**src/rtl/fdt_pkg.sv**
```systemverilog
package fdt_pkg;

  // Table geometry.
  localparam int ENTRIES           = 32;
  localparam int SECTORS_PER_BLOCK = 2;
  localparam int NAME_BYTES        = 12;
  localparam int IDX_W             = $clog2(ENTRIES);
  localparam int EXT_W             = 9;
  localparam int FIDX_W            = 5;

  localparam logic [IDX_W-1:0] LAST_IDX    = IDX_W'(ENTRIES - 1);
  localparam logic [EXT_W-1:0] ENTRIES_EXT = EXT_W'(ENTRIES);
  localparam logic [15:0]      SPB_STEP    = 16'(SECTORS_PER_BLOCK);
  localparam logic [15:0]      FIRST_SEC   = 16'd1;

  // Request codes.
  typedef enum logic [2:0] {
    REQ_FORMAT  = 3'd0,
    REQ_UNMOUNT = 3'd1,
    REQ_CREATE  = 3'd2,
    REQ_DELETE  = 3'd3,
    REQ_LOOKUP  = 3'd4,
    REQ_NEXT    = 3'd5
  } req_t;

  // Result status codes.
  typedef enum logic [1:0] {
    ST_OK     = 2'd0,
    ST_FAIL   = 2'd1,
    ST_NOFILE = 2'd2
  } status_t;

  // Sequencer states.
  typedef enum logic [2:0] {
    S_IDLE,
    S_FORMAT,
    S_SCAN,
    S_RESP
  } state_t;

  // One request as it arrives.
  typedef struct packed {
    logic [2:0]  req_type;
    logic [63:0] name_low;
    logic [31:0] name_high;
    logic [5:0]  start_index;
  } in_req_t;

  // One result.
  typedef struct packed {
    status_t     status;
    logic [15:0] start_sector;
    logic [63:0] found_name_low;
    logic [31:0] found_name_high;
    logic [4:0]  found_index;
  } resp_t;

  // Table memory access from the sequencer.
  typedef struct packed {
    logic             rd_en;
    logic [IDX_W-1:0] rd_addr;
    logic             name_we;
    logic             sec_we;
    logic [IDX_W-1:0] wr_addr;
    logic [63:0]      wr_name_lo;
    logic [31:0]      wr_name_hi;
    logic [15:0]      wr_sec;
  } mem_req_t;

  // Registered read data of the table memory.
  typedef struct packed {
    logic [63:0] name_lo;
    logic [31:0] name_hi;
    logic [15:0] sec;
  } mem_rsp_t;

  // Comparator verdict on the entry just read.
  typedef struct packed {
    logic match;
    logic used;
  } cmp_t;

  // Entry index reduced to the five bits of the result field.
  function automatic logic [FIDX_W-1:0] to_found_idx(input logic [IDX_W-1:0] idx);
    logic [IDX_W+FIDX_W-1:0] ext;
    ext = {{FIDX_W{1'b0}}, idx};
    return ext[FIDX_W-1:0];
  endfunction

endpackage

```
**src/rtl/fdt_table_mem.sv**
```systemverilog
module fdt_table_mem (
  input  logic               clk,
  input  fdt_pkg::mem_req_t  mreq,
  output fdt_pkg::mem_rsp_t  mrsp
);

  logic [95:0] name_mem [fdt_pkg::ENTRIES];
  logic [15:0] sec_mem  [fdt_pkg::ENTRIES];
  logic [95:0] name_rd_r;
  logic [15:0] sec_rd_r;

  // Write port: names and sectors are written independently.
  always_ff @(posedge clk) begin
    if (mreq.name_we) begin
      name_mem[mreq.wr_addr] <= {mreq.wr_name_hi, mreq.wr_name_lo};
    end
    if (mreq.sec_we) begin
      sec_mem[mreq.wr_addr] <= mreq.wr_sec;
    end
  end

  // Read port with registered data.
  always_ff @(posedge clk) begin
    if (mreq.rd_en) begin
      name_rd_r <= name_mem[mreq.rd_addr];
      sec_rd_r  <= sec_mem[mreq.rd_addr];
    end
  end

  assign mrsp.name_lo = name_rd_r[63:0];
  assign mrsp.name_hi = name_rd_r[95:64];
  assign mrsp.sec     = sec_rd_r;

endmodule

```
**config.mk**
```make
export PLATFORM = sky130hd
export DESIGN_NAME = fdt_table_mem
export DESIGN_NICKNAME = d
export VERILOG_FILES = /design/src/rtl/fdt_pkg.sv /design/src/rtl/fdt_table_mem.sv
export SDC_FILE = /design/constraint.sdc
export NUM_CORES = 2
export LEC_CHECK = 0
export BUFFER_PORTS_ARGS = -buffer_cell sky130_fd_sc_hd__buf_2
export CORE_ASPECT_RATIO = 1.4
export CORE_MARGIN = 8
export CORE_UTILIZATION = 40
export DETAILED_ROUTE_END_ITERATION = 8
export MAX_ROUTING_LAYER = met4
export RECOVER_POWER = 50
export SETUP_SLACK_MARGIN = 0.02
export SLEW_MARGIN = 10
export SYNTH_ARGS = -nofsm -noshare
export SYNTH_HDL_FRONTEND = slang
export SYNTH_SLANG_ARGS = --single-unit
export TNS_END_PERCENT = 50
```
**constraint.sdc**
```tcl
create_clock -name clk -period 5.8 [get_ports clk]
set_input_delay 0.29 -clock clk [delete_from_list [all_inputs] [get_ports clk]]
set_output_delay 0.29 -clock clk [all_outputs]
set_load 0.02 [all_outputs]
```
==> run metrics <==
Clock Skew approximately 0.063 ns; Area Overhead vs Synth 14.2%; final non-filler cell area 0.159 mm2; FILL cells roughly 29,000; routability congestion estimate about 0.77; Critical Path Start mreq[119]; Cell Rows around 260; status finished, violations left; Synth area leaders edfxtp_1 80%, mux4_2 7.2%, mux2i_1 6.4%, a22oi_1 3.5%, nand3_1 0.81%; setup repair after global routing missed its margin no; Detail Route Antenna Nets 0; Chip Width between 500 and 600 um; CP endpoint name_rd_r[36]; H-tree Lvls 5; Core Box Area roughly 0.35 mm2; max cap viols 4; worst setup margin 3.16 ns; DRC viols 0; CTS sink count 3,696; Initial Util between 40 and 50%; clk_lat worst skew ~0.9 ns; mapped cell area ~0.14 mm2; peak supply drop 263 uV; Post-synth EDFFs between 3,000 and 4,000; Synth async-reset ratio 0%; reg-to-reg startpoint sec_mem[13][13]; count leader, synth edfxtp_1; critical path peak fanout 62; clk root buf clkbuf_16; Period Utilization, post-route a little under half; detailed-route via count 70,100; port buffer count approximately 240; Worst EP arrival between 3 and 4 ns; synthesized instance count 6,562; Clk pin slew, worst setup/hold paths roughly 0.060 ns; min-delay worst type in -> reg; post-synthesis cell type count 29; final core occ about 46%; post-cts gate resize count 0; global-route wire length before repair 538,000 um; r2r setup slk around 4 ns; DR WL/cell approximately 32 um; number of global-route vias before repair ~70,000; HP Start mreq[124]; worst reg2reg path depth 3; GRT Total Usage between 20% and 30%; wl on met1 154,000 um; largest net degree at the start of global routing ~140; total negative setup slack 0 ns; required time worst endpoint roughly 6.4 ns; TritonRoute pass-1 iters 5; Final setup viols 0; synth cell count leaders 3,696 x edfxtp_1, 896 x mux2i_1, 646 x a22oi_1, 448 x mux4_2, 227 x nand3_1; fin crit period around 2.6 ns; met2 wire len around 190,000 um; Yosys warning count 0; Worst R2R End sec_rd_r[13]; num ports between 200 and 250; critical path endpoint category flop; Die Area roughly 0.37 mm2; initial antenna violation count 57; number of synthesized register bits roughly 3,700; GR Overflow Total 0; Die H 715 um; met3 wire length ~27,000 um; Clock Path Buffers 4; Slew Limit Fails 84; Slew HR -14.5%; vias per inst between 5 and 6; Fmax achieved ~380 MHz; highest metal used met4; Synth area leader edfxtp_1; PwrDens roughly 350 mW/mm2; Iter 0 DRT Violations 7,958; Synth top area share approximately 80%; share of cells above drive strength 1 roughly 18%; WS Path Type in -> reg; final wirelength between 300,000 and 400,000 um; sequential cell area fraction in the yosys report about four fifths; Pleak a little over 50 nW; startpoint types input port; worst-margin pin slew 1.72 ns; WHS 0.150 ns; Net Count, Synth 6,688; final hold viol count 0; syn_area_per_cell 21.3 um2; Final nets roughly 7,200; Post-synth top flop edfxtp_1; CTS tree built; violated checks max-capacitance violations, max-slew violations; Setup WS pre-CTS between 2 and 2.5 ns; HPWL Detailed a little under 200,000 um; CTS Buf Count 344; cell area after placement about 0.15 mm2
state kept, by name, indices dropped and copies added (netlist names):
name / flops
name_mem: 3072
name_rd_r: 96
sec_mem: 512
sec_rd_r: 16
report_power, final:
part,internal [mW],total [mW],switching [mW]
Combinational,0.893,2.65,1.76
Clock,13.1,23.0,9.83
Sequential,29.8,30.0,0.174
Total,43.9,55.6,11.8
worst min path at each step:
| stage | to | depth (start not counted) |
|---|---|---|
| floorplan | name_mem[0][0] | 0 |
| global placement | name_rd_r[11] | 4 |
| detailed placement | name_rd_r[11] | 4 |
| CTS | name_mem[9][21] | 3 |
| global route | name_rd_r[2] | 1 |
| finish | name_rd_r[2] | 1 |
area by class of cell:
cell class / count / area (um2) / share of cell area (%)
Tap cell: 4644 / 5810 / 3.65
Clock buffer: 409 / 9000 / 5.65
Multi-Input combinational cell: 2485 / 27000 / 16.9
Antenna cell: 24 / 60.1 / 0.0377
Sequential cell: 3696 / 111000 / 69.6
Timing Repair Buffer: 540 / 4210 / 2.64
Clock inverter: 212 / 2340 / 1.47
logic make-up (layout without fill, tap and decap cells):
| group | Yosys count | count (layout) | share of synthesized area, % |
|---|---|---|---|
| other | 0 | 24 | 0 |
| multiplexers | 1344 | 1344 | 13.7 |
| AND/OR/NAND/NOR | 455 | 455 | 1.69 |
| flip-flops | 3696 | 3696 | 79.5 |
| buffers and inverters | 381 | 1161 | 1.45 |
| AO/OA/AOI/OAI | 686 | 686 | 3.69 |
worst max-delay path: stages:
cell and delay [ns]:
buf_8 0.53, buf_4 0.58, buf_4 0.66, mux4_2 0.58, a22oi_1 0.23, nand4_1 0.13
through the flow:
step | instances | power, mW
6_report | 12000 | 55.6
2_1_floorplan | 6562 | 32.0
3_3_place_gp | 11300 | 33.1
5_1_grt | 12000 | 57.2
3_5_place_dp | 11300 | 33.2
4_1_cts | 12000 | 56.0
cell usage in the layout, fill, tap and decap left out, types with 9 or more instances in the layout:
master,instances
buf_4,136
clkbuf_1,181
a22oi_1,646
buf_12,48
clkinv_2,62
nor2b_4,10
nor2_4,36
diode_2,24
nor2_1,27
edfxtp_1,3696
a22o_1,17
mux4_2,448
buf_2,117
clkbuf_16,351
nor2_2,11
inv_6,9
nand3_1,227
nand4_1,98
nand2_1,11
clkinv_1,70
bufinv_16,45
dlygate4sd3_1,112
a31oi_1,17
mux2i_1,896
per-layer routing:
metal  track usage [%]  up-vias
met5                 -        -
met4              5.96        0
met3              3.05      594
met2              34.5     3002
met1              27.2    37900
li1                  -    28600
timing repair:
action	CTS	global route
buffers inserted	0	0
hold buffers	112	0
hold endpoints to repair	3584	0
(Power assumes the default switching activity.)
