==> src/rtl/fdt_pkg.sv <==
package fdt_pkg;

  // Table geometry.
  localparam int ENTRIES           = 32;
  localparam int SECTORS_PER_BLOCK = 2;
  localparam int NAME_BYTES        = 12;
  localparam int IDX_W             = $clog2(ENTRIES);
  localparam int EXT_W             = 9;
  localparam int FIDX_W            = 5;

  localparam logic [IDX_W-1:0] LAST_IDX    = IDX_W'(ENTRIES - 1);
  localparam logic [EXT_W-1:0] ENTRIES_EXT = EXT_W'(ENTRIES);
  localparam logic [15:0]      SPB_STEP    = 16'(SECTORS_PER_BLOCK);
  localparam logic [15:0]      FIRST_SEC   = 16'd1;

  // Request codes.
  typedef enum logic [2:0] {
    REQ_FORMAT  = 3'd0,
    REQ_UNMOUNT = 3'd1,
    REQ_CREATE  = 3'd2,
    REQ_DELETE  = 3'd3,
    REQ_LOOKUP  = 3'd4,
    REQ_NEXT    = 3'd5
  } req_t;

  // Result status codes.
  typedef enum logic [1:0] {
    ST_OK     = 2'd0,
    ST_FAIL   = 2'd1,
    ST_NOFILE = 2'd2
  } status_t;

  // Sequencer states.
  typedef enum logic [2:0] {
    S_IDLE,
    S_FORMAT,
    S_SCAN,
    S_RESP
  } state_t;

  // One request as it arrives.
  typedef struct packed {
    logic [2:0]  req_type;
    logic [63:0] name_low;
    logic [31:0] name_high;
    logic [5:0]  start_index;
  } in_req_t;

  // One result.
  typedef struct packed {
    status_t     status;
    logic [15:0] start_sector;
    logic [63:0] found_name_low;
    logic [31:0] found_name_high;
    logic [4:0]  found_index;
  } resp_t;

  // Table memory access from the sequencer.
  typedef struct packed {
    logic             rd_en;
    logic [IDX_W-1:0] rd_addr;
    logic             name_we;
    logic             sec_we;
    logic [IDX_W-1:0] wr_addr;
    logic [63:0]      wr_name_lo;
    logic [31:0]      wr_name_hi;
    logic [15:0]      wr_sec;
  } mem_req_t;

  // Registered read data of the table memory.
  typedef struct packed {
    logic [63:0] name_lo;
    logic [31:0] name_hi;
    logic [15:0] sec;
  } mem_rsp_t;

  // Comparator verdict on the entry just read.
  typedef struct packed {
    logic match;
    logic used;
  } cmp_t;

  // Entry index reduced to the five bits of the result field.
  function automatic logic [FIDX_W-1:0] to_found_idx(input logic [IDX_W-1:0] idx);
    logic [IDX_W+FIDX_W-1:0] ext;
    ext = {{FIDX_W{1'b0}}, idx};
    return ext[FIDX_W-1:0];
  endfunction

endpackage

==> src/rtl/fdt_name_match.sv <==
module fdt_name_match (
  input  logic [63:0]  query_lo,
  input  logic [31:0]  query_hi,
  input  logic [63:0]  entry_lo,
  input  logic [31:0]  entry_hi,
  output fdt_pkg::cmp_t cmp
);

  logic [8*fdt_pkg::NAME_BYTES-1:0] qa;
  logic [8*fdt_pkg::NAME_BYTES-1:0] ea;

  assign qa = {query_hi, query_lo};
  assign ea = {entry_hi, entry_lo};

  // Names agree up to and including the first NUL, or on every byte.
  always_comb begin
    logic ended;
    logic ok;
    ended = 1'b0;
    ok    = 1'b1;
    for (int k = 0; k < fdt_pkg::NAME_BYTES; k++) begin
      if (!ended) begin
        if (qa[8*k +: 8] != ea[8*k +: 8]) begin
          ok = 1'b0;
        end
        if (qa[8*k +: 8] == 8'd0) begin
          ended = 1'b1;
        end
      end
    end
    cmp.match = ok;
    cmp.used  = (entry_lo[7:0] != 8'd0);
  end

endmodule

==> config.mk <==
export PLATFORM = sky130hd
export DESIGN_NAME = fdt_name_match
export DESIGN_NICKNAME = d
export VERILOG_FILES = /design/src/rtl/fdt_pkg.sv /design/src/rtl/fdt_name_match.sv
export SDC_FILE = /design/constraint.sdc
export NUM_CORES = 1
export LEC_CHECK = 0
export CAP_MARGIN = 20
export CORE_AREA = 4 4 72 74
export DETAILED_ROUTE_END_ITERATION = 16
export DIE_AREA = 0 0 76 78
export DONT_BUFFER_PORTS = 1
export SLEW_MARGIN = 20
export SYNTH_ARGS = -nofsm -noshare
export SYNTH_HDL_FRONTEND = slang
export SYNTH_SLANG_ARGS = --single-unit
export TNS_END_PERCENT = 10
==> constraint.sdc <==
create_clock -name vclk -period 1.1
set_input_delay 0.055 -clock vclk [all_inputs]
set_output_delay 0.055 -clock vclk [all_outputs]
set_load 0.05 [all_outputs]
==> reports/qor.yml, run 1 <==
outcome: "finished, violations left"
violations: "negative setup slack"
synth_cells: 175
drc: 0
crit_start: "entry_lo[53]"
crit_type: "in -> out"
final_nets: 374
synth_xor_area_share_pct: 63.4
synth_mux_area_share_pct: 0
grt_max_degree: 3
nClkBuffers: 0
die_h_um: 78
ys_warn_count: 0
stdcell_count: 234
cpPeakStageDelay_ns: 0.29
pin_count: 194
antenna_cells: 0
maxCapViolCount: 0
cp-start-kind: "primary input"
antenna_left: 0
syn_area_um2: 1330
max_slew_margin_pct: 69.6
fin_crit_sh_pct: 114
synth_compound_area_share_pct: 5.75
initial_utilization_pct: 28.8
syn_avg_cell_area_um2: 7.58
holdBufCountCts: 0
fin_ws_ns: -0.158
worst_pin_slew_ns: 0.456
critPathRequiredTime_ns: 1.04
dp.cells: 234
grt_remaining_overflow: 0
setup_tns_ns: -0.158
synth-simple-area-share_pct: 30.8
rsz0062_at_grt: "yes"
synth_top_family_by_area: "XOR/XNOR gates"
fp.coreArea_um2: 4600
grt_pass1_wl_um: 6990
fp.dieW_um: 76
track_usage_pct: 13.6
n_sequential_cell: 0
port_buffers: 0
max_freq_mhz: 795
dr_total_vias: 1336
drv_slew: 0
power_density_nw_per_um2: 259
drt-vias-per-instance: 5.71
period_minus_slack_ns: 1.26
worstHoldStart: "entry_lo[3]"
syn-num-nets: 367
die-area_um2: 5930
drt_iter0_drc: 22
antenna_found_initial: 0
total_leakage_power_nw: 0.415
areaGrowthSynthToFinish_pct: 17.9
cp_slowest_cell: "nor4_4"
fp-row-count: 25
wl_per_cell_um: 19.7
ys_seq_area_share_pct: 0
multiInputGateArea_um2: 1460
irDropWorstVdd_mv: 0.112
first_pass_iters: 3
finalSetupViolations: 1
cp-end-kind: "output port"
cp_cell_sequence: "xor2_4, nor4_4, buf_4, nand3_4, nor3_4, o21a_4"
dp_hpwl_um: 4460
synthAdderAreaFrac_pct: 0
synth.distinct_cells: 16
hold_violations: 0
drive_gt1_share_pct: 12.8
fillers: 505
cp.arrival_ns: 1.20
worst-path-max-fanout: 2
wl_um: 4610
grt_pass1_vias: 1545
gp_congestion: 0.778
place_worst_setup_slack_ns: -0.346
hold_class: "in -> out"
seq_area_um2: 0
cts_setup_buffers: 0
final timing paths:
check / end / cells after the start
hold / removal: cmp[0] / 2
setup / recovery: cmp[1] / 6
synth_stat cells, drive strengths merged:
master   count  share of area (%)
nand2       13                3.7
nor2         1               0.28
a211oi       1               0.94
nand3        3                1.1
o21ai        4                1.8
a31oi        3                1.4
nor4        35                 18
nand4       14                6.6
a21oi        1               0.38
o2111ai      1               0.66
xnor2       56                 37
xor2        40                 26
nor3         2               0.75
o21a         1               0.57
placed cells by master (no fill, tap or decap), drive strengths merged:
master / Yosys / final
xor2: 40 / 40
o21a: 1 / 1
nand2: 13 / 13
o21ai: 4 / 4
nand4: 14 / 14
a211oi: 1 / 1
nor2: 1 / 1
xnor2: 56 / 56
o2111ai: 1 / 1
a31oi: 3 / 3
nand3: 3 / 3
nor3: 2 / 2
buf: 0 / 5
a21oi: 1 / 1
nor4: 35 / 35
stage by stage:
step	hold WS (ns)	area, µm²	total power [mW]	utilization (%)
6_report	0.473	1560	0.405	34.0
5_1_grt	0.481	1560	0.448	34.0
4_1_cts	0.476	1480	0.383	32.2
3_5_place_dp	0.477	1450	0.370	31.5
3_3_place_gp	0.478	1450	0.367	31.5
2_1_floorplan	0.432	1350	0.326	-
critical path, delay by kind of cell:
kind | cells | cell delay, ns
xor+xnor | 1 | 0.17
buf+inv | 1 | 0.16
simple gates | 3 | 0.57
compound gates | 1 | 0.25
metal layers:
layer  global-route usage, %  wire length, µm  vias up
li1                        -                -      657
met1                    15.2             1580      596
met2                    26.4             2550       83
met3                    4.18              471        0
met4                       0                0        0
met5                       0                0        -
timing repair:
action | 4_1_cts | 5_1_grt
setup endpoints to repair | 1 | 1
pin swaps | 6 | 10
endpoints found under the hold margin | 0 | 0
resized for setup | 5 | 10
layout make-up:
class | instances | share of cell area (%)
repair buffers | 5 | 2.40
well taps | 54 | 4.32
multi-input cells | 175 | 93.3
cells by family (layout without fill, tap and decap cells):
family,count (synthesis),after routing
and+or+nand+nor,68,68
xor gates and xnor gates,96,96
buffers and inverters,0,5
AOI/OAI and AO/OA,11,11
power by group:
group          switching, mW  internal (mW)  leakage, nW
Clock                      0              0            0
Combinational          0.146          0.259        0.415
Sequential                 0              0            0
Power figures use the tool's default switching activity.
==> inputs of run 2 (changes only) <==
clock period = 1.2 ns   (was 1.1 ns; I/O delays follow)
==> run 2 against run 1 <==
The run still ends with negative setup slack left. First-iteration DRC count fell by 41%. Global-route usage down 0.34 points. Hold slack improved by 0.011 ns. Power shrank 4.4%. Setup slack better by 0.082 ns. Flip-flop and latch count stayed put. Critical path depth did not move. Combinational power fell by 4%. Count of clock-buffer cells in the layout unchanged. Critical path type unchanged. Largest cell class unchanged. Largest power group unchanged.
==> reports/qor.yml, run 2 (synthesis gave the netlist of run 1 again) <==
top_usage_layer: "met2"
crit_type: "in -> out"
fp-row-count: 25
grt_remaining_overflow: 0
seq_area_um2: 0
fillers: 487
dr_total_vias: 1368
fp.dieW_um: 76
nClkBuffers: 0
total_leakage_power_nw: 0.419
hold_class: "in -> out"
wl_um: 4880
worst_pin_slew_ns: 0.457
antenna_found_initial: 0
first_pass_iters: 4
cp-end-kind: "output port"
initial_utilization_pct: 28.8
cp_cell_sequence: "xor2_4, nor4_4, nand3_2, a211oi_2, o21a_2, buf_12"
use_met3_pct: 3.25
rsz0062_at_grt: "yes"
fp.coreArea_um2: 4600
max_freq_mhz: 784
critPathRequiredTime_ns: 1.14
holdBufCountCts: 0
port_buffers: 0
fin_crit_sh_pct: 106
outcome: "finished, violations left"
antenna_cells: 0
final_nets: 372
areaGrowthSynthToFinish_pct: 22.5
grt_use_met2_pct: 27.8
antenna_left: 0
worst-path-max-fanout: 1
die-area_um2: 5930
finalInstanceArea_um2: 1620
cp_slowest_cell: "nor4_4"
utilization_pct: 35.3
grt_pass1_vias: 1535
max_slew_margin_pct: 69.5
grt_max_degree: 3
track_usage_pct: 13.2
dp_hpwl_um: 4470
drc: 0
wl_per_cell_um: 21.0
drv_slew: 0
hold_violations: 0
crit_buf_inv: 1
path_delay_family: "compound AO/OA/AOI/OAI gates"
pin_count: 194
grtUsageMet1_pct: 13.6
cp.arrival_ns: 1.22
die_h_um: 78
placedInstanceArea_um2: 1430
fin_ws_ns: -0.0761
finalSetupViolations: 1
cpPeakStageDelay_ns: 0.29
drive_gt1_share_pct: 17.4
drt-vias-per-instance: 5.90
maxCapViolCount: 0
grt_pass1_wl_um: 6720
irDropWorstVdd_mv: 0.113
drt_iter0_drc: 13
violations: "negative setup slack"
cts_setup_buffers: 0
power_density_nw_per_um2: 239
period_minus_slack_ns: 1.28
cp-start-kind: "primary input"
final_common_cell: "xnor2_1"
n_sequential_cell: 0
gp_congestion: 0.723
final_cell_mix: "xnor2_1 (49), xor2_1 (38), nor4_1 (25)"
run 2: changes by cell type in the layout (fill, tap and decap cells not counted), moves of 2 or more:
cell | previous run | this run
nor3_2 | 0 | 2
xnor2_1 | 54 | 49
xnor2_2 | 2 | 6
buf_4 | 5 | 2
nand3_2 | 0 | 2
nor4_1 | 27 | 25
run 2: path summary, 6_finish.rpt:
kind | from | end | slack (ns) | cells past startpoint
setup / recovery | entry_lo[8] | cmp[1] | -0.08 | 6
hold / removal | entry_lo[3] | cmp[0] | 0.48 | 2
run 2: cell type report:
class | count | area [µm²] | area share, %
Multi-Input combinational cell | 175 | 1520 | 93.7
Timing Repair Buffer | 3 | 35.0 | 2.16
Tap cell | 54 | 67.6 | 4.16
run 2: power by group:
part           internal [mW]  total (mW)  leakage, nW  switching, mW
clock network              0           0            0              0
logic                  0.250       0.388        0.419          0.137
registers                  0           0            0              0
total                  0.250       0.388        0.419          0.137
run 2: per-layer routing:
| metal | vias to the layer above | wire (µm) |
|---|---|---|
| met1 | 610 | 1510 |
| li1 | 650 | - |
| met5 | - | 0 |
| met4 | 0 | 21 |
| met2 | 106 | 2800 |
| met3 | 2 | 553 |
run 2: repair_timing:
action / 4_1_cts / 5_1_grt
setup endpoints to repair: 1 / 1
pin swaps: 3 / 12
resized for setup: 6 / 22
run 2: through the flow:
stage          cells  worst slack [ns]  setup TNS (ns)  hold WS, ns  power [mW]
2_1_floorplan    175            0.0496               0        0.472       0.298
3_3_place_gp     232            -0.131          -0.131        0.488       0.332
3_5_place_dp     232            -0.126          -0.126        0.486       0.337
4_1_cts          232           -0.0914         -0.0914        0.486       0.343
5_1_grt          232            -0.174          -0.174        0.491       0.431
6_report         232           -0.0761         -0.0761        0.484       0.388
