File: src/rtl/fdt_pkg.sv
package fdt_pkg;

  // Table geometry.
  localparam int ENTRIES           = 32;
  localparam int SECTORS_PER_BLOCK = 2;
  localparam int NAME_BYTES        = 12;
  localparam int IDX_W             = $clog2(ENTRIES);
  localparam int EXT_W             = 9;
  localparam int FIDX_W            = 5;

  localparam logic [IDX_W-1:0] LAST_IDX    = IDX_W'(ENTRIES - 1);
  localparam logic [EXT_W-1:0] ENTRIES_EXT = EXT_W'(ENTRIES);
  localparam logic [15:0]      SPB_STEP    = 16'(SECTORS_PER_BLOCK);
  localparam logic [15:0]      FIRST_SEC   = 16'd1;

  // Request codes.
  typedef enum logic [2:0] {
    REQ_FORMAT  = 3'd0,
    REQ_UNMOUNT = 3'd1,
    REQ_CREATE  = 3'd2,
    REQ_DELETE  = 3'd3,
    REQ_LOOKUP  = 3'd4,
    REQ_NEXT    = 3'd5
  } req_t;

  // Result status codes.
  typedef enum logic [1:0] {
    ST_OK     = 2'd0,
    ST_FAIL   = 2'd1,
    ST_NOFILE = 2'd2
  } status_t;

  // Sequencer states.
  typedef enum logic [2:0] {
    S_IDLE,
    S_FORMAT,
    S_SCAN,
    S_RESP
  } state_t;

  // One request as it arrives.
  typedef struct packed {
    logic [2:0]  req_type;
    logic [63:0] name_low;
    logic [31:0] name_high;
    logic [5:0]  start_index;
  } in_req_t;

  // One result.
  typedef struct packed {
    status_t     status;
    logic [15:0] start_sector;
    logic [63:0] found_name_low;
    logic [31:0] found_name_high;
    logic [4:0]  found_index;
  } resp_t;

  // Table memory access from the sequencer.
  typedef struct packed {
    logic             rd_en;
    logic [IDX_W-1:0] rd_addr;
    logic             name_we;
    logic             sec_we;
    logic [IDX_W-1:0] wr_addr;
    logic [63:0]      wr_name_lo;
    logic [31:0]      wr_name_hi;
    logic [15:0]      wr_sec;
  } mem_req_t;

  // Registered read data of the table memory.
  typedef struct packed {
    logic [63:0] name_lo;
    logic [31:0] name_hi;
    logic [15:0] sec;
  } mem_rsp_t;

  // Comparator verdict on the entry just read.
  typedef struct packed {
    logic match;
    logic used;
  } cmp_t;

  // Entry index reduced to the five bits of the result field.
  function automatic logic [FIDX_W-1:0] to_found_idx(input logic [IDX_W-1:0] idx);
    logic [IDX_W+FIDX_W-1:0] ext;
    ext = {{FIDX_W{1'b0}}, idx};
    return ext[FIDX_W-1:0];
  endfunction

endpackage

File: src/rtl/fdt_ctrl.sv
module fdt_ctrl (
  input  logic               clk,
  input  logic               rst_n,
  input  logic               in_valid,
  output logic               in_ready,
  input  fdt_pkg::in_req_t   in_req,
  output logic [63:0]        query_lo,
  output logic [31:0]        query_hi,
  input  fdt_pkg::cmp_t      cmp,
  output fdt_pkg::mem_req_t  mreq,
  input  fdt_pkg::mem_rsp_t  mrsp,
  output logic               resp_valid,
  input  logic               resp_ready,
  output fdt_pkg::resp_t     resp
);

  fdt_pkg::state_t            state_r, state_nxt;
  fdt_pkg::req_t              req_r, req_nxt;
  logic [63:0]                q_lo_r, q_lo_nxt;
  logic [31:0]                q_hi_r, q_hi_nxt;
  logic [fdt_pkg::IDX_W-1:0]  addr_r, addr_nxt;
  logic                       issue_r, issue_nxt;
  logic                       pend_r, pend_nxt;
  logic [fdt_pkg::IDX_W-1:0]  pend_idx_r, pend_idx_nxt;
  logic                       free_found_r, free_found_nxt;
  logic [fdt_pkg::IDX_W-1:0]  free_idx_r, free_idx_nxt;
  logic [15:0]                sec_r, sec_nxt;
  logic                       mounted_r, mounted_nxt;
  fdt_pkg::resp_t             res_r, res_nxt;

  logic                       in_fire;
  logic [fdt_pkg::EXT_W-1:0]  start_ext;
  logic                       last;

  assign in_ready  = (state_r == fdt_pkg::S_IDLE);
  assign in_fire   = in_valid && in_ready;
  assign start_ext = {{(fdt_pkg::EXT_W - 6){1'b0}}, in_req.start_index};
  assign last      = (pend_idx_r == fdt_pkg::LAST_IDX);
  assign query_lo  = q_lo_r;
  assign query_hi  = q_hi_r;
  assign resp      = res_r;

  // Control state.
  always_ff @(posedge clk) begin
    if (!rst_n) begin
      state_r      <= fdt_pkg::S_IDLE;
      issue_r      <= 1'b0;
      pend_r       <= 1'b0;
      free_found_r <= 1'b0;
      mounted_r    <= 1'b0;
    end else begin
      state_r      <= state_nxt;
      issue_r      <= issue_nxt;
      pend_r       <= pend_nxt;
      free_found_r <= free_found_nxt;
      mounted_r    <= mounted_nxt;
    end
  end

  // Request and working registers.
  always_ff @(posedge clk) begin
    req_r      <= req_nxt;
    q_lo_r     <= q_lo_nxt;
    q_hi_r     <= q_hi_nxt;
    addr_r     <= addr_nxt;
    pend_idx_r <= pend_idx_nxt;
    free_idx_r <= free_idx_nxt;
    sec_r      <= sec_nxt;
    res_r      <= res_nxt;
  end

  // Sequencer: request decode, format sweep, one-entry-per-cycle scan and response hand-off.
  always_comb begin
    state_nxt      = state_r;
    req_nxt        = req_r;
    q_lo_nxt       = q_lo_r;
    q_hi_nxt       = q_hi_r;
    addr_nxt       = addr_r;
    issue_nxt      = issue_r;
    pend_nxt       = pend_r;
    pend_idx_nxt   = pend_idx_r;
    free_found_nxt = free_found_r;
    free_idx_nxt   = free_idx_r;
    sec_nxt        = sec_r;
    mounted_nxt    = mounted_r;
    res_nxt        = res_r;
    resp_valid     = 1'b0;
    mreq           = '0;

    case (state_r)
      fdt_pkg::S_IDLE: begin
        if (in_fire) begin
          req_nxt        = fdt_pkg::req_t'(in_req.req_type);
          q_lo_nxt       = in_req.name_low;
          q_hi_nxt       = in_req.name_high;
          res_nxt        = '0;
          res_nxt.status = fdt_pkg::ST_FAIL;
          addr_nxt       = '0;
          issue_nxt      = 1'b1;
          pend_nxt       = 1'b0;
          free_found_nxt = 1'b0;
          state_nxt      = fdt_pkg::S_RESP;
          case (in_req.req_type)
            fdt_pkg::REQ_FORMAT: begin
              sec_nxt   = fdt_pkg::FIRST_SEC;
              state_nxt = fdt_pkg::S_FORMAT;
            end
            fdt_pkg::REQ_UNMOUNT: begin
              mounted_nxt    = 1'b0;
              res_nxt.status = fdt_pkg::ST_OK;
            end
            fdt_pkg::REQ_CREATE: begin
              if (mounted_r && in_req.name_low[7:0] != 8'd0) begin
                state_nxt = fdt_pkg::S_SCAN;
              end
            end
            fdt_pkg::REQ_DELETE: begin
              if (mounted_r) begin
                state_nxt = fdt_pkg::S_SCAN;
              end
            end
            fdt_pkg::REQ_LOOKUP: begin
              if (mounted_r) begin
                if (in_req.name_low[7:0] != 8'd0) begin
                  state_nxt = fdt_pkg::S_SCAN;
                end else begin
                  res_nxt.status = fdt_pkg::ST_NOFILE;
                end
              end
            end
            fdt_pkg::REQ_NEXT: begin
              if (mounted_r && start_ext < fdt_pkg::ENTRIES_EXT) begin
                addr_nxt  = start_ext[fdt_pkg::IDX_W-1:0];
                state_nxt = fdt_pkg::S_SCAN;
              end
            end
            default: begin
            end
          endcase
        end
      end

      fdt_pkg::S_FORMAT: begin
        // One entry per cycle: empty name and its initial sector.
        mreq.name_we = 1'b1;
        mreq.sec_we  = 1'b1;
        mreq.wr_addr = addr_r;
        mreq.wr_sec  = sec_r;
        if (addr_r == fdt_pkg::LAST_IDX) begin
          mounted_nxt    = 1'b1;
          res_nxt.status = fdt_pkg::ST_OK;
          state_nxt      = fdt_pkg::S_RESP;
        end else begin
          addr_nxt = addr_r + 1'b1;
          sec_nxt  = sec_r + fdt_pkg::SPB_STEP;
        end
      end

      fdt_pkg::S_SCAN: begin
        // Read side: one entry issued per cycle until the last one.
        if (issue_r) begin
          mreq.rd_en   = 1'b1;
          mreq.rd_addr = addr_r;
          if (addr_r == fdt_pkg::LAST_IDX) begin
            issue_nxt = 1'b0;
          end else begin
            addr_nxt = addr_r + 1'b1;
          end
        end
        pend_nxt     = issue_r;
        pend_idx_nxt = addr_r;

        // Check side: the entry whose read was issued in the cycle before.
        if (pend_r) begin
          case (req_r)
            fdt_pkg::REQ_CREATE: begin
              if (cmp.match) begin
                state_nxt = fdt_pkg::S_RESP;
              end else if (last) begin
                if (free_found_r || !cmp.used) begin
                  mreq.name_we    = 1'b1;
                  mreq.wr_addr    = free_found_r ? free_idx_r : pend_idx_r;
                  mreq.wr_name_lo = q_lo_r;
                  mreq.wr_name_hi = q_hi_r;
                  res_nxt.status  = fdt_pkg::ST_OK;
                end
                state_nxt = fdt_pkg::S_RESP;
              end else if (!cmp.used && !free_found_r) begin
                free_found_nxt = 1'b1;
                free_idx_nxt   = pend_idx_r;
              end
            end
            fdt_pkg::REQ_DELETE: begin
              if (cmp.match) begin
                mreq.name_we    = 1'b1;
                mreq.wr_addr    = pend_idx_r;
                mreq.wr_name_lo = {mrsp.name_lo[63:8], 8'd0};
                mreq.wr_name_hi = mrsp.name_hi;
                res_nxt.status  = fdt_pkg::ST_OK;
                state_nxt       = fdt_pkg::S_RESP;
              end else if (last) begin
                state_nxt = fdt_pkg::S_RESP;
              end
            end
            fdt_pkg::REQ_LOOKUP: begin
              if (cmp.match) begin
                res_nxt.status       = fdt_pkg::ST_OK;
                res_nxt.start_sector = mrsp.sec;
                res_nxt.found_index  = fdt_pkg::to_found_idx(pend_idx_r);
                state_nxt            = fdt_pkg::S_RESP;
              end else if (last) begin
                res_nxt.status = fdt_pkg::ST_NOFILE;
                state_nxt      = fdt_pkg::S_RESP;
              end
            end
            fdt_pkg::REQ_NEXT: begin
              if (cmp.used) begin
                res_nxt.status          = fdt_pkg::ST_OK;
                res_nxt.found_name_low  = mrsp.name_lo;
                res_nxt.found_name_high = mrsp.name_hi;
                res_nxt.found_index     = fdt_pkg::to_found_idx(pend_idx_r);
                state_nxt               = fdt_pkg::S_RESP;
              end else if (last) begin
                state_nxt = fdt_pkg::S_RESP;
              end
            end
            default: begin
              state_nxt = fdt_pkg::S_RESP;
            end
          endcase
          if (state_nxt == fdt_pkg::S_RESP) begin
            issue_nxt = 1'b0;
            pend_nxt  = 1'b0;
          end
        end
      end

      fdt_pkg::S_RESP: begin
        resp_valid = 1'b1;
        if (resp_ready) begin
          state_nxt = fdt_pkg::S_IDLE;
        end
      end

      default: begin
        state_nxt = fdt_pkg::S_IDLE;
      end
    endcase
  end

  // A table request on an unmounted table answers without a scan.
  a_unmounted_fast: assert property (@(posedge clk) disable iff (!rst_n)
    (in_fire && !mounted_r && (in_req.req_type == fdt_pkg::REQ_CREATE ||
      in_req.req_type == fdt_pkg::REQ_DELETE || in_req.req_type == fdt_pkg::REQ_LOOKUP ||
      in_req.req_type == fdt_pkg::REQ_NEXT)) |=> (state_r == fdt_pkg::S_RESP))
    else $error("unmounted table request did not answer at once");

  // The end of the format sweep leaves the table mounted.
  a_format_mounts: assert property (@(posedge clk) disable iff (!rst_n)
    (state_r == fdt_pkg::S_FORMAT && addr_r == fdt_pkg::LAST_IDX) |=> mounted_r)
    else $error("format sweep finished without mounting");

  // During a scan, names are written only on a checked entry.
  a_scan_write: assert property (@(posedge clk) disable iff (!rst_n)
    (state_r == fdt_pkg::S_SCAN && mreq.name_we) |-> (pend_r && state_nxt == fdt_pkg::S_RESP))
    else $error("name write during scan without a verdict");

  // A pending response holds its value until it is taken.
  a_resp_hold: assert property (@(posedge clk) disable iff (!rst_n)
    (resp_valid && !resp_ready) |=> (resp_valid && $stable(res_r)))
    else $error("response changed before it was taken");

endmodule

File: config.mk
export PLATFORM = sky130hd
export DESIGN_NAME = fdt_ctrl
export DESIGN_NICKNAME = d
export VERILOG_FILES = /design/src/rtl/fdt_pkg.sv /design/src/rtl/fdt_ctrl.sv
export SDC_FILE = /design/constraint.sdc
export NUM_CORES = 1
export LEC_CHECK = 0
export ABC_CLOCK_PERIOD_IN_PS = 8700
export CAP_MARGIN = 20
export CORE_AREA = 4 4 216 218
export DETAILED_ROUTE_END_ITERATION = 8
export DIE_AREA = 0 0 220 222
export DONT_BUFFER_PORTS = 1
export PLACE_DENSITY = 0.43
export RECOVER_POWER = 25
export SETUP_SLACK_MARGIN = 0.2
export SLEW_MARGIN = 20
export SYNTH_ARGS = -nofsm -noshare
export SYNTH_HDL_FRONTEND = slang
export SYNTH_SLANG_ARGS = --single-unit
File: constraint.sdc
create_clock -name clk -period 8.7 [get_ports clk]
set_input_delay 0.435 -clock clk [delete_from_list [all_inputs] [get_ports clk]]
set_output_delay 0.435 -clock clk [all_outputs]
set_load 0.1 [all_outputs]
==> results of run 1 <==
-- flip-flops by register name, indices dropped and copies added, names as in the netlist --
register and cells:
req_r 3, free_found_r 1, resp 119, query_lo 64, issue_r 1, pend_r 1, state_r 3, mounted_r 1
sec_r 15, addr_r 5, free_idx_r 5, pend_idx_r 5, query_hi 32
-- stage by stage --
step	area (um2)	utilization (%)	total power, uW	std cells
after floorplan	11090	-	1868	829
after CTS	13900	30.95	3245	1531
after global routing	13910	30.99	3315	1532
after global placement	11900	26.50	1917	1375
final	13910	30.99	3193	1533
after detailed placement	11900	26.50	1917	1375
-- placed cells by master, fill, tap and decap left out, types with 3 or more instances in the layout --
master	Yosys	layout
nor3_1	5	4
nand4_1	6	6
a32oi_1	89	89
dlygate4sd3_1	0	100
and3_1	34	34
a21oi_1	10	9
and4_1	4	4
xor2_1	10	10
o21ai_0	6	6
buf_4	2	12
nor2_1	117	25
bufinv_16	0	3
nor2b_1	9	9
nor2_2	0	91
ha_1	3	3
clkbuf_1	47	11
nand3_1	11	11
xnor2_1	4	4
edfxtp_1	248	248
clkbuf_16	0	31
inv_1	8	6
a22o_1	5	5
a221o_1	4	4
dfxtp_1	7	7
nand2b_1	3	3
clkinv_2	0	5
nand3b_1	3	3
and2_1	120	119
clkbuf_8	0	3
nand2_1	19	19
-- layer usage --
layer	GRT usage [%]	vias up	part of all wire, %
met1	17.77	3786	38
met2	25.66	445	50
li1	-	3300	-
met3	5.290	78	9.5
met5	0	-	0.033
met4	4.072	2	2.8
-- power groups by stage --
| stage | logic, uW | registers [uW] | clock network [uW] |
|---|---|---|---|
| floorplan | 88.8 | 1780 | 0 |
| global placement | 118 | 1800 | 0 |
| detailed placement | 119 | 1800 | 0 |
| CTS | 156 | 1770 | 1320 |
| global route | 166 | 1780 | 1370 |
| finish | 153 | 1770 | 1270 |
-- area by class of cell --
type / instances / area share (%)
sequential: 255 / 54.53
multi-input combinational: 497 / 24.34
timing repair buffer: 116 / 8.291
clock buffer: 43 / 6.115
tap: 600 / 5.396
clock inverter: 13 / 1.070
inverter: 8 / 0.2338
antenna: 1 / 0.01799
-- worst max path at each step --
| stage | to | slack [ps] |
|---|---|---|
| after floorplan | resp[100]$_SDFFCE_PN0P_ | 2500 |
| after global placement | mreq[116] | 4660 |
| after detailed placement | mreq[116] | 4530 |
| after CTS | mreq[116] | 3910 |
| after global routing | mreq[118] | 2750 |
| final | mreq[118] | 3390 |
-- logic make-up after synthesis --
logic type	count (synthesis)
buffers and inverters	77
XOR/XNOR	14
AO/OA/AOI/OAI	132
flip-flops	255
AND/OR/NAND/NOR	343
adder cells (fa/ha/maj)	3
other	1
multiplexers	4
-- synthesized netlist by cell type (all sizes together) (4+ instances only) --
cell,number,area share [%]
o21ai,9,0.41
edfxtp,248,67
nand4,6,0.34
a22o,5,0.39
nor2b,9,0.51
clkbuf,48,1.6
xnor2,4,0.32
a221o,4,0.36
dfxtp,7,1.3
and2,121,6.8
nand2,19,0.64
inv,8,0.27
and3,34,1.9
xor2,10,0.79
and4,4,0.32
nand3,11,0.50
a32oi,89,7.0
nor2,117,4.0
buf,21,1.5
nor3,5,0.23
a21oi,10,0.45
==> insert_results.sql, run 1 <==
INSERT INTO impl_metrics (metric_group, metric, value, unit) VALUES
('status', 'run_status', 'finished with violations', ''),
('status', 'failing_checks', 'capacitance limit, slew limit', ''),
('yosys', 'postSynthAreaPerCell', '13.38', 'um2'),
('die', 'starting_density_of_the_core', '24.70', '%'),
('hold_path', 'worst_hold_path.num_cells', '2', ''),
('power_and_ir_drop', 'power.net_switching', '956.8', 'uW'),
('setup_path', 'worst_r2r_endpoint', 'resp[79]$_SDFFCE_PN0P_', ''),
('power_and_ir_drop', 'intPower', '2237', 'uW'),
('setup_path', 'critical_path_class', 'register to output pin', ''),
('grt', 'gr-total-overflow', '0', ''),
('sta', 'final-setup-viol-count', '0', ''),
('grt', 'via_count_of_the_first_global_routing_pass', '7720', ''),
('power_and_ir_drop', 'clkPwrFrac', '39.7', '%'),
('job', 'max-cap-violations', '2', ''),
('clock_network', 'post_cts_resize_count', '0', ''),
('clock_network', 'clock_path_buffers', '3', ''),
('yosys', 'synth_top_family_by_area', 'simple AND/OR/NAND/NOR gates', ''),
('die', 'chipHeight', '222', 'um'),
('yosys', 'postSynthNetCount', '1055', ''),
('die', 'rows', '78', ''),
('yosys', 'synth-adder-area-share', '0.3385', '%'),
('clock_network', 'clkSlewWorstSetupHoldPaths', '60', 'ps'),
('clock_network', 'cts_htree_levels', '1', ''),
('grt', 'grt_max_degree', '95', ''),
('sta', 'max_freq', '188.5', 'MHz'),
('power_and_ir_drop', 'leakage_power_of_the_design', '0.004403', 'uW'),
('clock_network', 'post_cts_hold_buffer_count', '100', ''),
('setup_path', 'worst-path-buf-inv', '1', ''),
('yosys', 'post_synthesis_cell_type_count', '54', ''),
('yosys', 'synth-compound-area-share', '9.760', '%'),
('sta', 'tightest_slew', '2621', 'ps'),
('sta', 'rsz_0062_raised_after_global_routing', 'no', ''),
('detailed_routing', 'route.detailed.wl_per_inst', '25.67', 'um'),
('place', 'worst_setup_slack_after_placement', '4530', 'ps'),
('hold_path', 'holdPathEnd', 'mounted_r$_SDFFE_PN0P_', ''),
('yosys', 'synth-seq-area-share', '68.42', '%'),
('sta', 'fin_hold_ws', '51.09', 'ps'),
('setup_path', 'worst-endpoint-required', '8270', 'ps'),
('yosys', 'synth_seq_cells', '255', ''),
('setup_path', 'cp_top_family', 'buffers and inverters', ''),
('clock_network', 'clock-root-buffer', 'clkbuf_16', ''),
('power_and_ir_drop', 'combinational_group_share_of_total_power', '4.8', '%'),
('setup_path', 'critical_path_source_type', 'register', ''),
('setup_path', 'critical-path-max-stage-delay', '1880', 'ps'),
('clock_network', 'cts_made_buffers', '31', ''),
('die', 'die_area', '48840', 'um2'),
('sta', 'max_transition_viols_final', '70', ''),
('yosys', 'yosys_warnings', '0', ''),
('yosys', 'synth-main-ff-cell', 'edfxtp_1', ''),
('die', 'placeableCoreArea', '44890', 'um2'),
('clock_network', 'number_of_clock_sinks', '255', ''),
('place', 'gp_congestion', '0.8232', ''),
('hold_path', 'min-delay-start', 'rst_n', ''),
('hold_path', 'hold_path_class', 'primary input to register', ''),
('sta', 'post-route-worst-setup-slack', '3395', 'ps'),
('finish', 'fill_cell_total_of_the_finished_layout', '4491', ''),
('detailed_routing', 'drc', '0', ''),
('setup_path', 'ff2ff_setup_slack', '4060', 'ps'),
('sta', 'finalSetupTns', '0', 'ps'),
('power_and_ir_drop', 'swShare', '29.96', '%'),
('setup_path', 'cp_cell_sequence', 'nor3b_1, clkbuf_1, nand2_1, o21ai_2', ''),
('setup_path', 'critical_path_peak_fanout', '68', ''),
('sta', 'min_period_over_period', '60.98', '%'),
('sta', 'slew-limit-headroom', '-74.74', '%'),
('die', 'die_w', '220', 'um'),
('setup_path', 'cp-startpoint', 'state_r[0]$_SDFFE_PN0P_', ''),
('yosys', 'fraction_of_synthesized_area_in_multiplexers', '0.3836', '%'),
('yosys', 'netlist_instances', '829', ''),
('power_and_ir_drop', 'power.ir.vdd_worst', '0.1458', 'mV'),
('grt', 'global_route_wire_length_before_repair', '55060', 'um'),
('power_and_ir_drop', 'power.density_cell_area', '229.5', 'nW/um2');
No activity file was read; power rests on OpenSTA's default activity.
==> run 2: changes to the inputs <==
Settings changed: ABC_AREA set to 1, ABC_CLOCK_PERIOD_IN_PS 8700 to 4600, PLACE_DENSITY 0.43 to 0.44.
Clock period 8.7 ns to 4.6 ns, I/O delays scaled along.
==> run 2 against run 1 <==
  * The flow now finishes without violations
  * Total power grew to 2.6 times the previous value
  * Combinational power grew to 5.3 times the previous value
  * Die area stayed put
  * Critical endpoint is now mreq[34]
  * Sequential cell count stayed put
  * First-iteration DRC count is 5.2% lower
  * Clock-buffer cell count is 6 lower
  * Synthesized cell count is 27% higher
  * Global-route usage is 1.3 points higher
  * Design area is 16% higher
  * Critical path type unchanged
  * Via count is 18% higher
  * Largest cell class unchanged
==> insert_results.sql, run 2 <==
INSERT INTO impl_metrics (metric_group, metric, value, unit) VALUES
('sta', 'fin_hold_ws', '51.00', 'ps'),
('die', 'chipHeight', '222', 'um'),
('die', 'die_area', '48840', 'um2'),
('yosys', 'synth_seq_cells', '255', ''),
('yosys', 'synth.most_common_cell', 'edfxtp_1', ''),
('yosys', 'cell_types_occupying_the_most_area_after_synthesis', 'edfxtp_1 (67%), nor2_1 (8.2%), inv_1 (5.8%)', ''),
('grt', 'global_route_wire_length_before_repair', '60460', 'um'),
('sta', 'timing.final.hold_violations', '0', ''),
('clock_network', 'worst_skew_pair.late_latency', '580', 'ps'),
('yosys', 'post_synth_instance_area', '11100', 'um2'),
('clock_network', 'post_cts_resize_count', '0', ''),
('setup_path', 'critical_path_peak_fanout', '52', ''),
('yosys', 'synth-main-ff-cell', 'edfxtp_1', ''),
('grt', 'grt_max_degree', '69', ''),
('power_and_ir_drop', 'power.ir.vdd_worst', '0.2987', 'mV'),
('setup_path', 'worstPathArrival', '3470', 'ps'),
('detailed_routing', 'drc', '0', ''),
('yosys', 'synth-edff-count', '248', ''),
('grt', 'via_count_of_the_first_global_routing_pass', '9127', ''),
('yosys', 'synthTopCellsByCount', 'edfxtp_1 (248), nor2_1 (242), inv_1 (173)', ''),
('finish', 'post_route_cells_drive_above_1_share', '21.83', '%'),
('yosys', 'synth-seq-area-share', '68.35', '%'),
('die', 'rows', '78', ''),
('sta', 'max_freq', '270.5', 'MHz'),
('yosys', 'post_synthesis_cell_type_count', '31', ''),
('job', 'max-cap-violations', '0', ''),
('grt', 'grt_usage', '16.28', '%'),
('finish', 'most_used_cells_in_the_layout_excluding_fill_and_tap_cells', 'edfxtp_1 (248), dlygate4sd3_1 (218), inv_1 (173)', ''),
('sta', 'min_period_over_period', '80.37', '%'),
('yosys', 'synth_largest_area_cell', 'edfxtp_1', ''),
('finish', 'insertedDiodeCount', '0', ''),
('clock_network', 'cts_made_buffers', '31', ''),
('hold_path', 'hold_path_class', 'primary input to register', ''),
('sta', 'slew-limit-headroom', '23.90', '%'),
('power_and_ir_drop', 'power.density_cell_area', '510.7', 'nW/um2'),
('clock_network', 'clock_path_buffers', '3', ''),
('place', 'numPortBuffers', '0', ''),
('power_and_ir_drop', 'seq_power_share', '59.9', '%'),
('place', 'gp_congestion', '0.8802', ''),
('power_and_ir_drop', 'combinational_group_share_of_total_power', '9.8', '%'),
('sta', 'timing.final.crit_period', '3697', 'ps'),
('die', 'io_pins', '565', ''),
('sta', 'clock_skew', '17.71', 'ps'),
('detailed_routing', 'route.final.wire_length', '42880', 'um'),
('grt', 'gr-total-overflow', '0', ''),
('detailed_routing', 'ant_nets', '0', ''),
('sta', 'max_transition_viols_final', '0', ''),
('finish', 'area_growth_syn_to_layout', '45.39', '%'),
('power_and_ir_drop', 'power.net_switching', '3533', 'uW'),
('setup_path', 'critical_path_source_type', 'register', ''),
('yosys', 'postSynthNetCount', '1275', ''),
('place', 'place.detailed.hpwl', '31170', 'um'),
('yosys', 'netlist_instances', '1049', ''),
('sta', 'finalSetupTns', '0', 'ps'),
('yosys', 'async_flop_share', '0', '%'),
('power_and_ir_drop', 'intPower', '4710', 'uW'),
('setup_path', 'worst-endpoint-required', '4370', 'ps'),
('finish', 'final_nets', '1600', ''),
('clock_network', 'clock-root-buffer', 'clkbuf_16', ''),
('die', 'die_w', '220', 'um'),
('power_and_ir_drop', 'leakage_power_of_the_design', '0.006160', 'uW'),
('power_and_ir_drop', 'clkPwrFrac', '30.3', '%'),
('setup_path', 'critical_path_class', 'register to output pin', ''),
('clock_network', 'cts_htree_levels', '1', ''),
('die', 'starting_density_of_the_core', '24.73', '%'),
('detailed_routing', 'route.detailed.wl_per_inst', '21.47', 'um'),
('yosys', 'synth_largest_type_area_fraction', '67.09', '%'),
('status', 'run_status', 'finished, final reports clean', ''),
('yosys', 'yosys_warnings', '0', ''),
('yosys', 'postSynthAreaPerCell', '10.58', 'um2'),
('detailed_routing', 'vias_per_cell', '4.514', ''),
('sta', 'tightest_slew', '1140', 'ps'),
('clock_network', 'number_of_clock_sinks', '255', ''),
('detailed_routing', 'via_count', '9015', ''),
('setup_path', 'setup.worst_path.end_class', 'output pin', ''),
('die', 'placeableCoreArea', '44890', 'um2'),
('clock_network', 'clkSlewWorstSetupHoldPaths', '60', 'ps'),
('detailed_routing', 'dr.first_iter.drc_count', '643', ''),
('detailed_routing', 'detail_route.first_pass.iterations', '5', ''),
('sta', 'final-setup-viol-count', '0', ''),
('clock_network', 'tritoncts', 'yes', ''),
('grt', 'antenna_found_initial', '1', ''),
('finish', 'layout_commonest_cell', 'edfxtp_1', ''),
('power_and_ir_drop', 'swShare', '42.86', '%'),
('finish', 'largest_register_ff_count', '119', ''),
('sta', 'rsz_0062_raised_after_global_routing', 'no', '');
run 2: critical path: stages, from the launching register on:
cell      delay [ps]
edfxtp_1         410
inv_1            100
nand2_2           90
nor2_1           150
nand2_1          130
clkinv_2         480
buf_4            650
a22oi_1          330
nor2_2           170
buf_4            310
run 2: path summary, 6_finish.rpt:
path | depth (start not counted) | slack (ps) | endpoint | start
max | 9 | 900 | mreq[34] | req_r[2]$_DFFE_PP_
min | 3 | 50 | addr_r[4]$_DFFE_PP_ | in_req[103]
max reg2reg | 9 | 1450 | addr_r[2]$_DFFE_PP_ | state_r[0]$_SDFFE_PN0P_
min reg2reg | 2 | 500 | pend_r$_SDFFE_PN0P_ | pend_r$_SDFFE_PN0P_
run 2: power by group through the flow:
stage	sequential (uW)	combinational (uW)	clock, uW
floorplan	4850	465	0
global placement	4990	649	0
detailed placement	4990	655	0
CTS	4940	822	2570
global route	4950	886	2680
finish	4940	805	2500
run 2: repair_timing:
| item | in CTS | in global routing |
|---|---|---|
| endpoints found under the hold margin | 223 | 0 |
| buffers inserted | 0 | 0 |
| hold buffers | 218 | 0 |
run 2: layer usage:
layer | vias up | track usage [%] | share of wire, %
met5 | - | 0 | 0
li1 | 4124 | - | -
met2 | 477 | 28.32 | 49
met1 | 4339 | 18.82 | 37
met3 | 75 | 5.523 | 9.9
met4 | 0 | 5.105 | 3.5
run 2: kinds of logic (layout without fill, tap and decap cells):
family | count (synthesis) | after routing | share of synthesized area, %
adders and majority gates | 3 | 3 | 0.3382
xor gates and xnor gates | 3 | 3 | 0.2367
DFF | 255 | 255 | 68.35
other | 1 | 1 | 0.03378
and+or+nand+nor | 422 | 422 | 15.17
AOI/OAI and AO/OA | 137 | 137 | 7.710
buffers and inverters | 228 | 576 | 8.160
run 2: area by class of cell:
class | instances | area [um2]
flip-flops and latches | 255 | 7587
inverters | 180 | 681.9
clock inverters | 19 | 227.7
repair buffers | 340 | 3115
multi-input cells | 566 | 2978
well taps | 600 | 750.7
clock buffers | 37 | 798.3
fillers | 4486 | 28750
run 2: per-stage QoR:
stage	util [%]	cell area (um2)	worst slack [ps]	power, uW	cells
2_1_floorplan	-	11120	442.0	5317	1049
3_3_place_gp	28.80	12930	1431	5634	1722
3_5_place_dp	28.82	12940	1383	5641	1723
4_1_cts	35.96	16140	770.6	8335	1997
5_1_grt	35.95	16140	624.2	8520	1997
6_report	35.95	16140	902.8	8243	1997
==> run 3: changes to the inputs <==
Settings changed: ABC_CLOCK_PERIOD_IN_PS 4600 to 3600, PLACE_DENSITY 0.44 to 0.43.
Clock period 4.6 ns to 3.6 ns, I/O delays scaled along.
==> run 3 against run 2 <==
  * The run now ends with capacitance limit, slew limit left
  * Register-to-register slack lost 590 ps
  * Hold slack lost 9.8 ps
  * Clock-buffer cell count shrank 4
  * Sequential power grew 25%
  * Non-clock buffer count grew 35
  * Die area is the same
  * Cell count grew 1.8%
  * Wire length grew 9.3%
  * Critical path type unchanged
==> insert_results.sql, run 3 (synthesis results as in run 2) <==
INSERT INTO impl_metrics (metric_group, metric, value, unit) VALUES
('setup_path', 'slowest_stage', 'buf_4', ''),
('grt', 'gr-total-overflow', '0', ''),
('sta', 'max_freq', '313.8', 'MHz'),
('sta', 'post-route-worst-setup-slack', '413.0', 'ps'),
('clock_network', 'postCtsSetupRepairBufs', '0', ''),
('setup_path', 'worstPathArrival', '3010', 'ps'),
('die', 'die_area', '48840', 'um2'),
('setup_path', 'critical_path_peak_fanout', '19', ''),
('clock_network', 'number_of_clock_sinks', '255', ''),
('finish', 'postLayoutCellArea', '17580', 'um2'),
('clock_network', 'clock_path_buffers', '3', ''),
('clock_network', 'tritoncts', 'yes', ''),
('setup_path', 'cp_cell_sequence', 'inv_1, nand2_1, inv_1, nand2_1, inv_2, buf_4, nand2_1, nand2_1, buf_4', ''),
('detailed_routing', 'ant_nets', '0', ''),
('sta', 'rsz_0062_raised_after_global_routing', 'no', ''),
('setup_path', 'crit-reg2reg-launch', 'state_r[1]$_SDFFE_PN0P_', ''),
('place', 'worst_setup_slack_after_placement', '863.1', 'ps'),
('sta', 'slew-limit-headroom', '-2.348', '%'),
('clock_network', 'cts_made_buffers', '30', ''),
('clock_network', 'clkSlewWorstSetupHoldPaths', '70', 'ps'),
('place', 'place.detailed.hpwl', '34030', 'um'),
('die', 'rows', '78', ''),
('sta', 'final-setup-viol-count', '0', ''),
('clock_network', 'worst_skew_pair.late_latency', '570', 'ps'),
('hold_path', 'min-delay-start', 'cmp[0]', ''),
('place', 'numPortBuffers', '0', ''),
('sta', 'timing.final.crit_period', '3187', 'ps'),
('sta', 'finalSetupTns', '0', 'ps'),
('detailed_routing', 'route.detailed.wl_per_inst', '23.06', 'um'),
('place', 'dpl-instance-area', '14360', 'um2'),
('die', 'chipHeight', '222', 'um'),
('detailed_routing', 'vias_per_cell', '4.597', ''),
('grt', 'grt_usage', '17.98', '%'),
('die', 'placeableCoreArea', '44890', 'um2'),
('grt', 'antenna_found_initial', '4', ''),
('detailed_routing', 'drc', '0', ''),
('status', 'run_status', 'finished with violations', ''),
('grt', 'global_route_wire_length_before_repair', '66130', 'um'),
('finish', 'layout_commonest_cell', 'edfxtp_1', ''),
('finish', 'final_nets', '1634', ''),
('setup_path', 'critical-path-max-stage-delay', '540', 'ps'),
('setup_path', 'critPathMostFrequentCell', 'nand2_1', ''),
('job', 'max-cap-violations', '1', ''),
('power_and_ir_drop', 'power.density_cell_area', '615.8', 'nW/um2'),
('setup_path', 'critical_path_source_type', 'register', ''),
('finish', 'most_used_cells_in_the_layout_excluding_fill_and_tap_cells', 'edfxtp_1 (248), dlygate4sd3_1 (219), inv_1 (173)', ''),
('status', 'failing_checks', 'capacitance limit, slew limit', ''),
('clock_network', 'clock-root-buffer', 'clkbuf_16', ''),
('detailed_routing', 'detail_route.first_pass.iterations', '5', ''),
('hold_path', 'hold_path_class', 'primary input to register', ''),
('place', 'gp_congestion', '0.8576', ''),
('setup_path', 'ff2ff_setup_slack', '860', 'ps'),
('sta', 'max_transition_viols_final', '2', ''),
('setup_path', 'critical_path_class', 'register to output pin', ''),
('hold_path', 'worst_hold_path.num_cells', '3', ''),
('setup_path', 'setup.worst_path.end_class', 'output pin', ''),
('finish', 'fill_cell_total_of_the_finished_layout', '4371', ''),
('setup_path', 'worst-endpoint-required', '3420', 'ps'),
('setup_path', 'worst-r2r-cell-count', '7', ''),
('sta', 'timing.final.hold_violations', '0', ''),
('detailed_routing', 'route.final.wire_length', '46860', 'um'),
('grt', 'grt_max_degree', '68', ''),
('die', 'die_w', '220', 'um'),
('power_and_ir_drop', 'power.ir.vdd_worst', '0.3893', 'mV'),
('clock_network', 'cts_htree_levels', '1', ''),
('hold_path', 'holdPathEnd', 'free_idx_r[4]$_DFFE_PP_', ''),
('power_and_ir_drop', 'leakage_power_of_the_design', '0.006560', 'uW'),
('sta', 'min_period_over_period', '88.53', '%'),
('finish', 'area_growth_syn_to_layout', '58.39', '%'),
('sta', 'clock_skew', '14.96', 'ps'),
('setup_path', 'worst_r2r_endpoint', 'sec_r[8]$_SDFFCE_PN0P_', ''),
('grt', 'via_count_of_the_first_global_routing_pass', '9606', ''),
('finish', 'post_route_cells_drive_above_1_share', '22.64', '%'),
('die', 'starting_density_of_the_core', '24.73', '%'),
('finish', 'largest_register_ff_count', '119', ''),
('detailed_routing', 'dr.first_iter.drc_count', '848', ''),
('detailed_routing', 'via_count', '9342', ''),
('die', 'io_pins', '565', ''),
('sta', 'tightest_slew', '1535', 'ps');
run 3: power breakdown:
part | internal [uW] | switching, uW
combinational | 332 | 895
clock | 2150 | 1290
sequential | 3780 | 2380
run 3: layer usage:
metal,track usage (%),wire length (um)
met1,21.06,17610
met2,30.70,22940
met3,6.235,4799
met4,5.976,1509
met5,0,8
run 3: worst max path at each step:
stage,to,cells past startpoint,start
after floorplan,mreq[119],5,state_r[0]$_SDFFE_PN0P_
after global placement,sec_r[8]$_SDFFCE_PN0P_,7,state_r[1]$_SDFFE_PN0P_
after detailed placement,sec_r[8]$_SDFFCE_PN0P_,7,state_r[1]$_SDFFE_PN0P_
after CTS,mreq[116],9,state_r[1]$_SDFFE_PN0P_
after global routing,mreq[116],9,state_r[1]$_SDFFE_PN0P_
final,mreq[116],9,state_r[1]$_SDFFE_PN0P_
run 3: worst max-delay path, delay by kind of cell (launching register included):
| kind | cells | cell delay [ps] |
|---|---|---|
| DFF | 1 | 320 |
| buffers and inverters | 5 | 1210 |
| and+or+nand+nor | 4 | 910 |
run 3: final cells by class:
class	instances	area, um2	share of cell area, %
diodes	1	2.502	0.01423
clock buffers	33	783.3	4.455
clock inverters	22	331.6	1.886
inverters	180	681.9	3.878
multi-input cells	566	2970	16.89
flip-flops and latches	255	7587	43.15
well taps	600	750.7	4.270
repair buffers	375	4474	25.45
run 3: what timing repair did:
| item | in CTS | in global routing |
|---|---|---|
| resized for setup | 0 | 1 |
| hold endpoints to repair | 225 | 0 |
| hold buffers | 219 | 0 |
| setup endpoints to repair | 0 | 1 |
run 3: per-stage QoR:
step / power, uW / utilization (%) / hold WS, ps / cells
6_report: 10830 / 39.16 / 41.19 / 2032
5_1_grt: 11160 / 39.16 / 47.30 / 2032
4_1_cts: 10980 / 39.36 / 6.481 / 2030
3_5_place_dp: 7271 / 31.99 / 278.9 / 1756
3_3_place_gp: 7266 / 31.99 / 278.9 / 1756
2_1_floorplan: 6796 / - / 278.9 / 1049
